$ cat src/hdl/wfba_pkg.sv
// shared constants for the worst-fit block allocator
`default_nettype none
package wfba_pkg;
  localparam int MAX_BLOCKS_DEF     = 64;
  localparam int HEADER_BYTES_DEF   = 32;
  localparam int FOOTER_BYTES_DEF   = 8;
  localparam int POOL_MAX_BYTES_DEF = 65536;
  localparam int SIZE_W = 17;
  localparam int OFF_W  = 16;
  localparam logic [SIZE_W-1:0] FIELD_MAX = 17'h1FFFF;

  localparam logic [1:0] ST_OK      = 2'd0;
  localparam logic [1:0] ST_ZERO    = 2'd1;
  localparam logic [1:0] ST_NOFIT   = 2'd2;
  localparam logic [1:0] ST_BADPTR  = 2'd3;

  localparam logic FUNC_ALLOC = 1'b0;
  localparam logic FUNC_FREE  = 1'b1;
endpackage
`default_nettype wire

$ cat src/hdl/wfba_core.sv
// block table memory with scan, shift and summary sequencer
`default_nettype none
module wfba_core
  import wfba_pkg::*;
#(
  parameter int MAX_BLOCKS     = MAX_BLOCKS_DEF,
  parameter int HEADER_BYTES   = HEADER_BYTES_DEF,
  parameter int FOOTER_BYTES   = FOOTER_BYTES_DEF,
  parameter int POOL_MAX_BYTES = POOL_MAX_BYTES_DEF
) (
  input  wire logic              clk,
  input  wire logic              rst,
  input  wire logic              cfg_we,
  input  wire logic [SIZE_W-1:0] cfg_pool,
  input  wire logic              start,
  input  wire logic              func,
  input  wire logic [SIZE_W-1:0] req_size,
  input  wire logic [OFF_W-1:0]  off,
  output logic                   busy,
  output logic                   done,
  output logic [1:0]             status,
  output logic [OFF_W-1:0]       result_offset,
  output logic [SIZE_W-1:0]      largest_free,
  output logic [SIZE_W-1:0]      total_free
);
  localparam int IW = $clog2(MAX_BLOCKS);
  localparam int CW = $clog2(MAX_BLOCKS + 1);
  localparam int AW = 24;
  localparam int SPLIT_FLOOR = HEADER_BYTES + 1 + FOOTER_BYTES;
  localparam logic [AW-1:0] HF = AW'(HEADER_BYTES + FOOTER_BYTES);
  localparam logic [AW-1:0] HB = AW'(HEADER_BYTES);
  localparam logic [AW-1:0] MINS = AW'(SPLIT_FLOOR);
  localparam logic [AW-1:0] PMAX = AW'(POOL_MAX_BYTES < 65536 ? POOL_MAX_BYTES : 65536);
  localparam logic [CW-1:0] CNT_MAX = CW'(MAX_BLOCKS);

  localparam logic [4:0] S_IDLE   = 5'd0;
  localparam logic [4:0] S_SCAN   = 5'd1;   // issue read at idx
  localparam logic [4:0] S_SCANW  = 5'd2;   // evaluate read data
  localparam logic [4:0] S_DEC    = 5'd3;
  localparam logic [4:0] S_INS    = 5'd4;   // shift up: read below or place new entry
  localparam logic [4:0] S_INSW   = 5'd5;
  localparam logic [4:0] S_RCHK   = 5'd6;   // read right neighbor
  localparam logic [4:0] S_RCHKW  = 5'd7;
  localparam logic [4:0] S_LCHK   = 5'd8;   // read left neighbor
  localparam logic [4:0] S_LCHKW  = 5'd9;
  localparam logic [4:0] S_MERGE  = 5'd10;  // write the merged free block
  localparam logic [4:0] S_DROP   = 5'd11;  // shift down over merged entries
  localparam logic [4:0] S_DROPW  = 5'd12;
  localparam logic [4:0] S_SUM    = 5'd13;
  localparam logic [4:0] S_SUMR   = 5'd14;
  localparam logic [4:0] S_SUMW   = 5'd15;
  localparam logic [4:0] S_DONE   = 5'd16;

  // memory entry: start, payload, free
  logic [OFF_W-1:0]  mem_start [MAX_BLOCKS];
  logic [SIZE_W-1:0] mem_pay   [MAX_BLOCKS];
  logic              mem_free  [MAX_BLOCKS];
  logic [OFF_W-1:0]  rd_start;
  logic [SIZE_W-1:0] rd_pay;
  logic              rd_free;
  logic              we;
  logic [IW-1:0]     waddr, raddr;
  logic [OFF_W-1:0]  wstart;
  logic [SIZE_W-1:0] wpay;
  logic              wfree;

  always_ff @(posedge clk) begin
    if (we) begin
      mem_start[waddr] <= wstart;
      mem_pay[waddr]   <= wpay;
      mem_free[waddr]  <= wfree;
    end
    rd_start <= mem_start[raddr];
    rd_pay   <= mem_pay[raddr];
    rd_free  <= mem_free[raddr];
  end

  logic [4:0]        state;
  logic [CW-1:0]     count, idx;
  logic              op, found, rmerge, lmerge;
  logic [IW-1:0]     best, dst;
  logic [SIZE_W-1:0] best_pay, req, acc_pay, left_pay;
  logic [OFF_W-1:0]  best_start, offr, left_start;
  logic [AW-1:0]     larg, tot;
  logic [1:0]        st;
  logic [OFF_W-1:0]  res;
  logic [AW-1:0]     left;
  logic [AW-1:0]     cfg_clip;
  logic [SIZE_W-1:0] init_pay;
  logic              do_split, ins_last;
  logic [OFF_W-1:0]  split_start;
  logic [SIZE_W-1:0] split_pay;
  logic [CW-1:0]     drop_n, merge_dst;

  assign busy = (state != S_IDLE);
  assign left = AW'(best_pay) - AW'(req);
  assign cfg_clip = (AW'(cfg_pool) < MINS) ? MINS :
                    ((AW'(cfg_pool) > PMAX) ? PMAX : AW'(cfg_pool));
  assign init_pay = SIZE_W'((rst ? PMAX : cfg_clip) - HF);
  assign do_split = (left >= MINS) && (count < CNT_MAX);
  assign ins_last = (idx == CW'(best) + CW'(1));
  assign split_start = OFF_W'(AW'(best_start) + HF + AW'(req));
  assign split_pay = SIZE_W'(left - HF);
  assign drop_n = CW'(rmerge) + CW'(lmerge);
  assign merge_dst = lmerge ? CW'(best) : CW'(best) + CW'(1);

  // single read and write port of the block table
  always_comb begin
    raddr  = idx[IW-1:0];
    we     = 1'b0;
    waddr  = best;
    wstart = best_start;
    wpay   = acc_pay;
    wfree  = 1'b1;
    if (rst || cfg_we) begin
      we     = 1'b1;
      waddr  = '0;
      wstart = '0;
      wpay   = init_pay;
    end else begin
      case (state)
        S_DEC: begin
          if (op == FUNC_ALLOC && found && best_pay >= req) begin
            we    = 1'b1;
            wfree = 1'b0;
            wpay  = do_split ? req : best_pay;
          end
        end
        S_INS: begin
          if (ins_last) begin
            we     = 1'b1;
            waddr  = idx[IW-1:0];
            wstart = split_start;
            wpay   = split_pay;
          end else begin
            raddr = idx[IW-1:0] - IW'(1);
          end
        end
        S_INSW: begin
          we     = 1'b1;
          waddr  = idx[IW-1:0];
          wstart = rd_start;
          wpay   = rd_pay;
          wfree  = rd_free;
        end
        S_RCHK: raddr = best + IW'(1);
        S_LCHK: raddr = best - IW'(1);
        S_MERGE: begin
          we = 1'b1;
          if (lmerge) begin
            // left neighbor absorbs this block
            waddr  = best - IW'(1);
            wstart = left_start;
            wpay   = SIZE_W'(AW'(left_pay) + HF + AW'(acc_pay));
          end
        end
        S_DROPW: begin
          we     = 1'b1;
          waddr  = dst;
          wstart = rd_start;
          wpay   = rd_pay;
          wfree  = rd_free;
        end
        default: ;
      endcase
    end
  end

  always_ff @(posedge clk) begin
    done <= 1'b0;
    if (rst || cfg_we) begin
      state <= S_IDLE;
      count <= CW'(1);
      idx   <= '0;
    end else begin
      case (state)
        S_IDLE: begin
          if (start) begin
            op <= func; req <= req_size; offr <= off;
            found <= 1'b0; idx <= '0; best <= '0;
            best_pay <= '0; best_start <= '0;
            rmerge <= 1'b0; lmerge <= 1'b0;
            st <= ST_OK; res <= '0;
            if (func == FUNC_ALLOC && req_size == '0) begin
              st <= ST_ZERO;
              state <= S_SUM;
            end else begin
              state <= S_SCAN;
            end
          end
        end
        S_SCAN: state <= S_SCANW;
        S_SCANW: begin
          // one entry compared per pass through the shared comparator
          if (op == FUNC_ALLOC) begin
            if (rd_free && (!found || rd_pay >= best_pay)) begin
              found <= 1'b1; best <= idx[IW-1:0];
              best_pay <= rd_pay; best_start <= rd_start;
            end
          end else if (!found && !rd_free && (AW'(rd_start) + HB) == AW'(offr)) begin
            found <= 1'b1; best <= idx[IW-1:0];
            best_pay <= rd_pay; best_start <= rd_start;
          end
          if (idx + CW'(1) >= count) state <= S_DEC;
          else begin
            idx <= idx + CW'(1);
            state <= S_SCAN;
          end
        end
        S_DEC: begin
          if (op == FUNC_ALLOC) begin
            if (!found || best_pay < req) begin
              st <= ST_NOFIT; state <= S_SUM;
            end else begin
              res <= OFF_W'(AW'(best_start) + HB);
              if (do_split) begin
                // open a slot at best+1 by shifting entries up
                idx <= count;
                state <= S_INS;
              end else begin
                state <= S_SUM;
              end
            end
          end else if (!found) begin
            st <= ST_BADPTR; state <= S_SUM;
          end else begin
            acc_pay <= best_pay;
            state <= S_RCHK;
          end
        end
        S_INS: begin
          if (ins_last) begin
            count <= count + CW'(1);
            state <= S_SUM;
          end else begin
            state <= S_INSW;
          end
        end
        S_INSW: begin
          idx <= idx - CW'(1);
          state <= S_INS;
        end
        S_RCHK: state <= (CW'(best) + CW'(1) < count) ? S_RCHKW : S_LCHK;
        S_RCHKW: begin
          if (rd_free) begin
            rmerge <= 1'b1;
            acc_pay <= SIZE_W'(AW'(best_pay) + HF + AW'(rd_pay));
          end
          state <= S_LCHK;
        end
        S_LCHK: state <= (best != '0) ? S_LCHKW : S_MERGE;
        S_LCHKW: begin
          if (rd_free) begin
            lmerge <= 1'b1;
            left_start <= rd_start;
            left_pay <= rd_pay;
          end
          state <= S_MERGE;
        end
        S_MERGE: begin
          dst <= merge_dst[IW-1:0];
          idx <= merge_dst + drop_n;
          state <= (drop_n == '0) ? S_SUM : S_DROP;
        end
        S_DROP: begin
          if (idx >= count) begin
            count <= count - drop_n;
            state <= S_SUM;
          end else begin
            state <= S_DROPW;
          end
        end
        S_DROPW: begin
          dst <= dst + IW'(1);
          idx <= idx + CW'(1);
          state <= S_DROP;
        end
        S_SUM: begin
          idx <= '0; larg <= '0; tot <= '0;
          state <= S_SUMR;
        end
        S_SUMR: state <= S_SUMW;
        S_SUMW: begin
          if (rd_free) begin
            if (AW'(rd_pay) > larg) larg <= AW'(rd_pay);
            tot <= tot + AW'(rd_pay);
          end
          if (idx + CW'(1) >= count) state <= S_DONE;
          else begin
            idx <= idx + CW'(1);
            state <= S_SUMR;
          end
        end
        S_DONE: begin
          done <= 1'b1;
          status <= st;
          result_offset <= res;
          largest_free <= (larg > AW'(FIELD_MAX)) ? FIELD_MAX : SIZE_W'(larg);
          total_free <= (tot > AW'(FIELD_MAX)) ? FIELD_MAX : SIZE_W'(tot);
          state <= S_IDLE;
        end
        default: state <= S_IDLE;
      endcase
    end
  end
endmodule
`default_nettype wire

$ cat src/hdl/worst_fit_block_allocator_unit.sv
// top level of the worst-fit block allocator
// usage: requests enter on s_axis (tdata: func, req_size, payload_offset),
// one result per request leaves on m_axis (status, result_offset,
// largest_free, total_free). pool_we/pool_data write the pool size and
// rebuild the pool as one free block; write it only while idle.
// an item scans the N-entry block table one entry at a time through the
// single read port, shifts S entries on split or merge, then sums free
// space over the table before m_axis_tvalid rises. a zero-size request
// skips the scan.
// the block accepts one item at a time; s_axis_tready is low while busy
// and while a result waits in the output register.
// reset rebuilds the pool at its maximum size with one free block.
// a stalled receiver holds the result and blocks further input.
`default_nettype none
module worst_fit_block_allocator_unit
  import wfba_pkg::*;
#(
  parameter int MAX_BLOCKS     = MAX_BLOCKS_DEF,
  parameter int HEADER_BYTES   = HEADER_BYTES_DEF,
  parameter int FOOTER_BYTES   = FOOTER_BYTES_DEF,
  parameter int POOL_MAX_BYTES = POOL_MAX_BYTES_DEF
) (
  input  wire logic        clk,
  input  wire logic        rst,
  input  wire logic        pool_we,
  input  wire logic [16:0] pool_data,
  input  wire logic        s_axis_tvalid,
  output logic             s_axis_tready,
  input  wire logic [39:0] s_axis_tdata,   // func, req_size, payload_offset
  output logic             m_axis_tvalid,
  input  wire logic        m_axis_tready,
  output logic [55:0] m_axis_tdata    // status, result_offset, largest_free, total_free
);
  logic busy, done;
  logic [1:0] status;
  logic [OFF_W-1:0] result_offset;
  logic [SIZE_W-1:0] largest_free, total_free;
  logic start;

  // done covers the cycle before the result register fills
  assign s_axis_tready = !busy && !done && !m_axis_tvalid;
  assign start = s_axis_tvalid && s_axis_tready;

  wfba_core #(
    .MAX_BLOCKS(MAX_BLOCKS), .HEADER_BYTES(HEADER_BYTES),
    .FOOTER_BYTES(FOOTER_BYTES), .POOL_MAX_BYTES(POOL_MAX_BYTES)
  ) u_core (
    .clk(clk), .rst(rst), .cfg_we(pool_we), .cfg_pool(pool_data),
    .start(start), .func(s_axis_tdata[0]), .req_size(s_axis_tdata[17:1]),
    .off(s_axis_tdata[33:18]), .busy(busy), .done(done), .status(status),
    .result_offset(result_offset), .largest_free(largest_free),
    .total_free(total_free)
  );

  always_ff @(posedge clk) begin
    if (rst) begin
      m_axis_tvalid <= 1'b0;
    end else if (done) begin
      m_axis_tvalid <= 1'b1;
    end else if (m_axis_tready) begin
      m_axis_tvalid <= 1'b0;
    end
  end

  assign m_axis_tdata = {4'd0, total_free, largest_free, result_offset, status};
endmodule
`default_nettype wire
$ cat config.mk
export PLATFORM = sky130hd
export DESIGN_NAME = worst_fit_block_allocator_unit
export DESIGN_NICKNAME = d
export VERILOG_FILES = /design/src/hdl/wfba_pkg.sv /design/src/hdl/wfba_core.sv /design/src/hdl/worst_fit_block_allocator_unit.sv
export SDC_FILE = /design/constraint.sdc
export NUM_CORES = 2
export LEC_CHECK = 0
export BUFFER_PORTS_ARGS = -buffer_cell sky130_fd_sc_hd__buf_2
export CORE_MARGIN = 4
export CORE_UTILIZATION = 33
export CTS_CLUSTER_SIZE = 40
export DETAILED_ROUTE_END_ITERATION = 8
export GPL_TIMING_DRIVEN = 0
export PLACE_DENSITY = 0.55
export SLEW_MARGIN = 20
export SYNTH_ARGS = -nofsm -noshare
export SYNTH_HDL_FRONTEND = slang
export SYNTH_SLANG_ARGS = --single-unit
$ cat constraint.sdc
create_clock -name clk -period 8.4 [get_ports clk]
set_clock_uncertainty 0.15 [all_clocks]
set_input_delay 1.68 -clock clk [delete_from_list [all_inputs] [get_ports clk]]
set_output_delay 1.68 -clock clk [all_outputs]
set_load 0.02 [all_outputs]
==> results.md <==
- Dominant cells by area after synthesis: edfxtp_1 (68%), nand2_1 (6.9%), nand3_1 (3.5%), ha_1 (2.3%), mux2i_1 (1.4%)
- RSZ-0062 raised after global routing: no
- Fin nets: 9,171
- Number of synthesized register bits: 2,474
- Post-DP HPWL: 350 mm
- First-pass GRT wire length: 628 mm
- Clock sink total: ~2,500
- Number of synthesized flops with an enable pin: 2,419
- H-tree depth: 5
- Drt pass-1 iters: 9
- Die Wd: 575 um
- Relative slew slack: 0.136
- Static leakage: 44.5 nW
- Vias in the first global route: 73,600
- Initial antenna violation count: 41
- Setup violators final: 1
- Worst path most repeated cell: buf_2
- VDD IR-drop max: 0.169 mV
- Worst setup SP type: input port
- Number of I/O pins: 120
- RePlAce Congestion: 0.964
- DIE AREA: 331,000 um2
- TritonCTS buffer count: 276
- Post-synth ARST share: 0
- Final WS setup: -0.228 ns
- Final hold vios: 0
- Max-slew violations: 0
- Post-CTS Setup Bufs: 0
- Cell Pwr Density: 217 nW/um2
- Hold/Removal Path Class: reg -> reg
- Post-Syn Area: approximately 110,000 um2
- Post-Synthesis Cells: approximately 8,300
- Core Region: 321,000 um2
- Count leader, synth: edfxtp_1
- CTS root buf: clkbuf_16
- Synth Flop Type: edfxtp_1
- Total Routing Usage GR: 0.275
- Top Family by Delay on Critical Path: compound AO/OA/AOI/OAI gates
- Antenna-violating nets left: 0
- Worst path buffer plus inverter count: 5
- GR Overflow Total: 0
- Crit Path Max Fanout: 10
- IO Port Bufs: 108
- Data arrival, critical path: 8.85 ns
- CP required: 8.63 ns
- Residual DRC: 0
- Largest net degree at the start of global routing: between 60 and 70
- CTS tree: built
- Count of cell types in the netlist: 98
- Die span in y: 575 um
- Post-synth top cells: edfxtp_1 (2,419), nand2_1 (1,955), nand3_1 (741)
- Post-route cell area: 127,000 um2
- Seq/Total Area, Yosys: 0.694
- Max Cap Viol: 0
- WL/cell: 35.2 um
- Worst Tran Pin Value: 1.29 ns
- Row Count: 208
- Yosys warning count: 0
- Placement Cell Area: 119,000 um2
- Worst skew pair latency: 0.89 ns
- Final period util: 1.03
- Layout area overhead: 20.0%
- Initial detailed-routing violation count: 13,600
- Final wirelength: approximately 470 mm
- Slowest stage delay, CP: 0.96 ns
- Slowest cell on the critical path: nand4b_1
- Top cell type's share of synthesized area: 0.684
- Failing checks: negative setup slack
- Via/cell ratio: 5.89
- CP Capture Type: flip-flop
- Cell taking the most area after synthesis: edfxtp_1
- Buffer depth of the longest clock path: 4
- Initial Utilization: 0.331
- Layout cells sized above 1: 0.144
- Min Tclk post-route: ~8.6 ns
- Syn avg cell area: 12.9 um2
- Max Freq: about 0.12 GHz
- Crit-path cells: clkbuf_1 > nor2_1 > nand2_1 > a21oi_1 > o21ai_0 > o21ba_2 > nor2_4 > buf_2 > buf_2 > buf_2 > buf_2 > a31oi_1 > a221oi_2 > nand4b_1
- Crit path kind: in -> reg
- Status: complete, but fails checks
- DR vias: around 79,000
- Hold slack: 0.268 ns
- Worst-path clk slew: 0.05 ns
## power breakdown
group          leakage [nW]  total [W]  switching (W)  internal, W
Clock                  4.20     0.0119        0.00507      0.00682
Sequential             22.6     0.0138       0.000178       0.0137
Combinational          17.7    0.00198        0.00143     0.000554
Total                  44.5     0.0277        0.00668       0.0210
## cell usage in the layout (no fill, tap or decap), types with 32 or more instances in the layout
cell type  netlist  routed
nor2_4           0      72
edfxtp_1      2419    2419
buf_12           0     106
buf_2          264     382
o21ai_0        142     141
clkinv_1         1      54
inv_1          160     160
buf_4           34      41
a311oi_1        61      56
clkbuf_16        0     288
mux4_2          42      42
and3_1         164     163
nand2_1       1955    1954
buf_16           0     114
a21o_1          35      35
a221oi_1        35      33
nand4_1        101     101
a32oi_1         82      82
clkinv_2         0      41
and2_1          64      64
nor2_1         265     191
a21oi_1        224     207
xor2_1          54      54
clkbuf_1       142     178
mux2i_1        153     153
a31oi_1        134     131
dfxtp_1         55      55
ha_1           198     198
xnor2_1         84      84
nor3_1          63      60
nand3_1        741     741
a211oi_1        32      32
## final cells by class
cell class / instances / area [um2]
inverter: 161 / 604
antenna: 29 / 72.6
multi-input combinational: 5141 / 30500
clock inverter: 135 / 1120
clock buffer: 348 / 7500
buffer: 491 / 2460
timing repair buffer: 359 / 6130
sequential: 2474 / 73700
tap: 4305 / 5390
fill: 29900 / 193000
## path summary, 6_finish.rpt
path	startpoint	endpoint	slack, ns	cells past startpoint
setup / recovery	rst	u_core.rd_pay[2]	-0.23	14
hold reg to reg	u_core.st[1]	u_core.status[1]	0.27	0
hold / removal	u_core.st[1]	u_core.status[1]	0.27	0
setup reg to reg	u_core.best[1]	u_core.rd_pay[2]	0.22	14
## timing repair
action | CTS | global route
gates resized for setup | 1 | 2
hold buffers | 0 | 0
setup endpoints to repair | 1 | 2
pin swaps | 1 | 1
## metal layers
layer	vias up	routed length, um	track usage
li1	32100	-	-
met4	20	32600	0.161
met2	6157	198000	0.398
met1	39700	176000	0.360
met5	-	165	0
met3	1240	66100	0.0903
## registers in the layout (all words and copies together), names as in the netlist, 7 cells and up
| signal | flops |
|---|---|
| u_core.mem_free | 64 |
| u_core.largest_free | 17 |
| u_core.idx | 7 |
| u_core.res | 16 |
| u_core.mem_pay | 1088 |
| u_core.rd_pay | 17 |
| u_core.left_start | 16 |
| u_core.larg | 17 |
| u_core.left_pay | 17 |
| u_core.acc_pay | 17 |
| u_core.offr | 16 |
| u_core.best_pay | 17 |
| u_core.total_free | 17 |
| u_core.count | 7 |
| u_core.rd_start | 16 |
| u_core.mem_start | 1024 |
| u_core.tot | 24 |
| u_core.best_start | 16 |
| u_core.req | 17 |
| u_core.result_offset | 16 |
## through the flow
stage	total power (W)	setup WS, ns	util	setup TNS (ns)	instances
CTS	0.0276	0.216	0.397	0	13400
finish	0.0277	-0.228	0.398	-0.228	13400
detailed placement	0.0160	-1.04	0.370	-1.76	12900
floorplan	0.0149	0.00767	-	0	8267
global placement	0.0158	-4.96	0.350	-6720.06	12700
global route	0.0283	0.0363	0.397	0	13400
## logic make-up after synthesis
family,synth area share
mux,0.0244
fa+ha+maj,0.0246
compound gates,0.0669
buf+inv,0.0286
simple gates,0.150
flops,0.694
xor+xnor,0.0115
other cells,0.0000353
No activity file was read; power rests on OpenSTA's default activity.
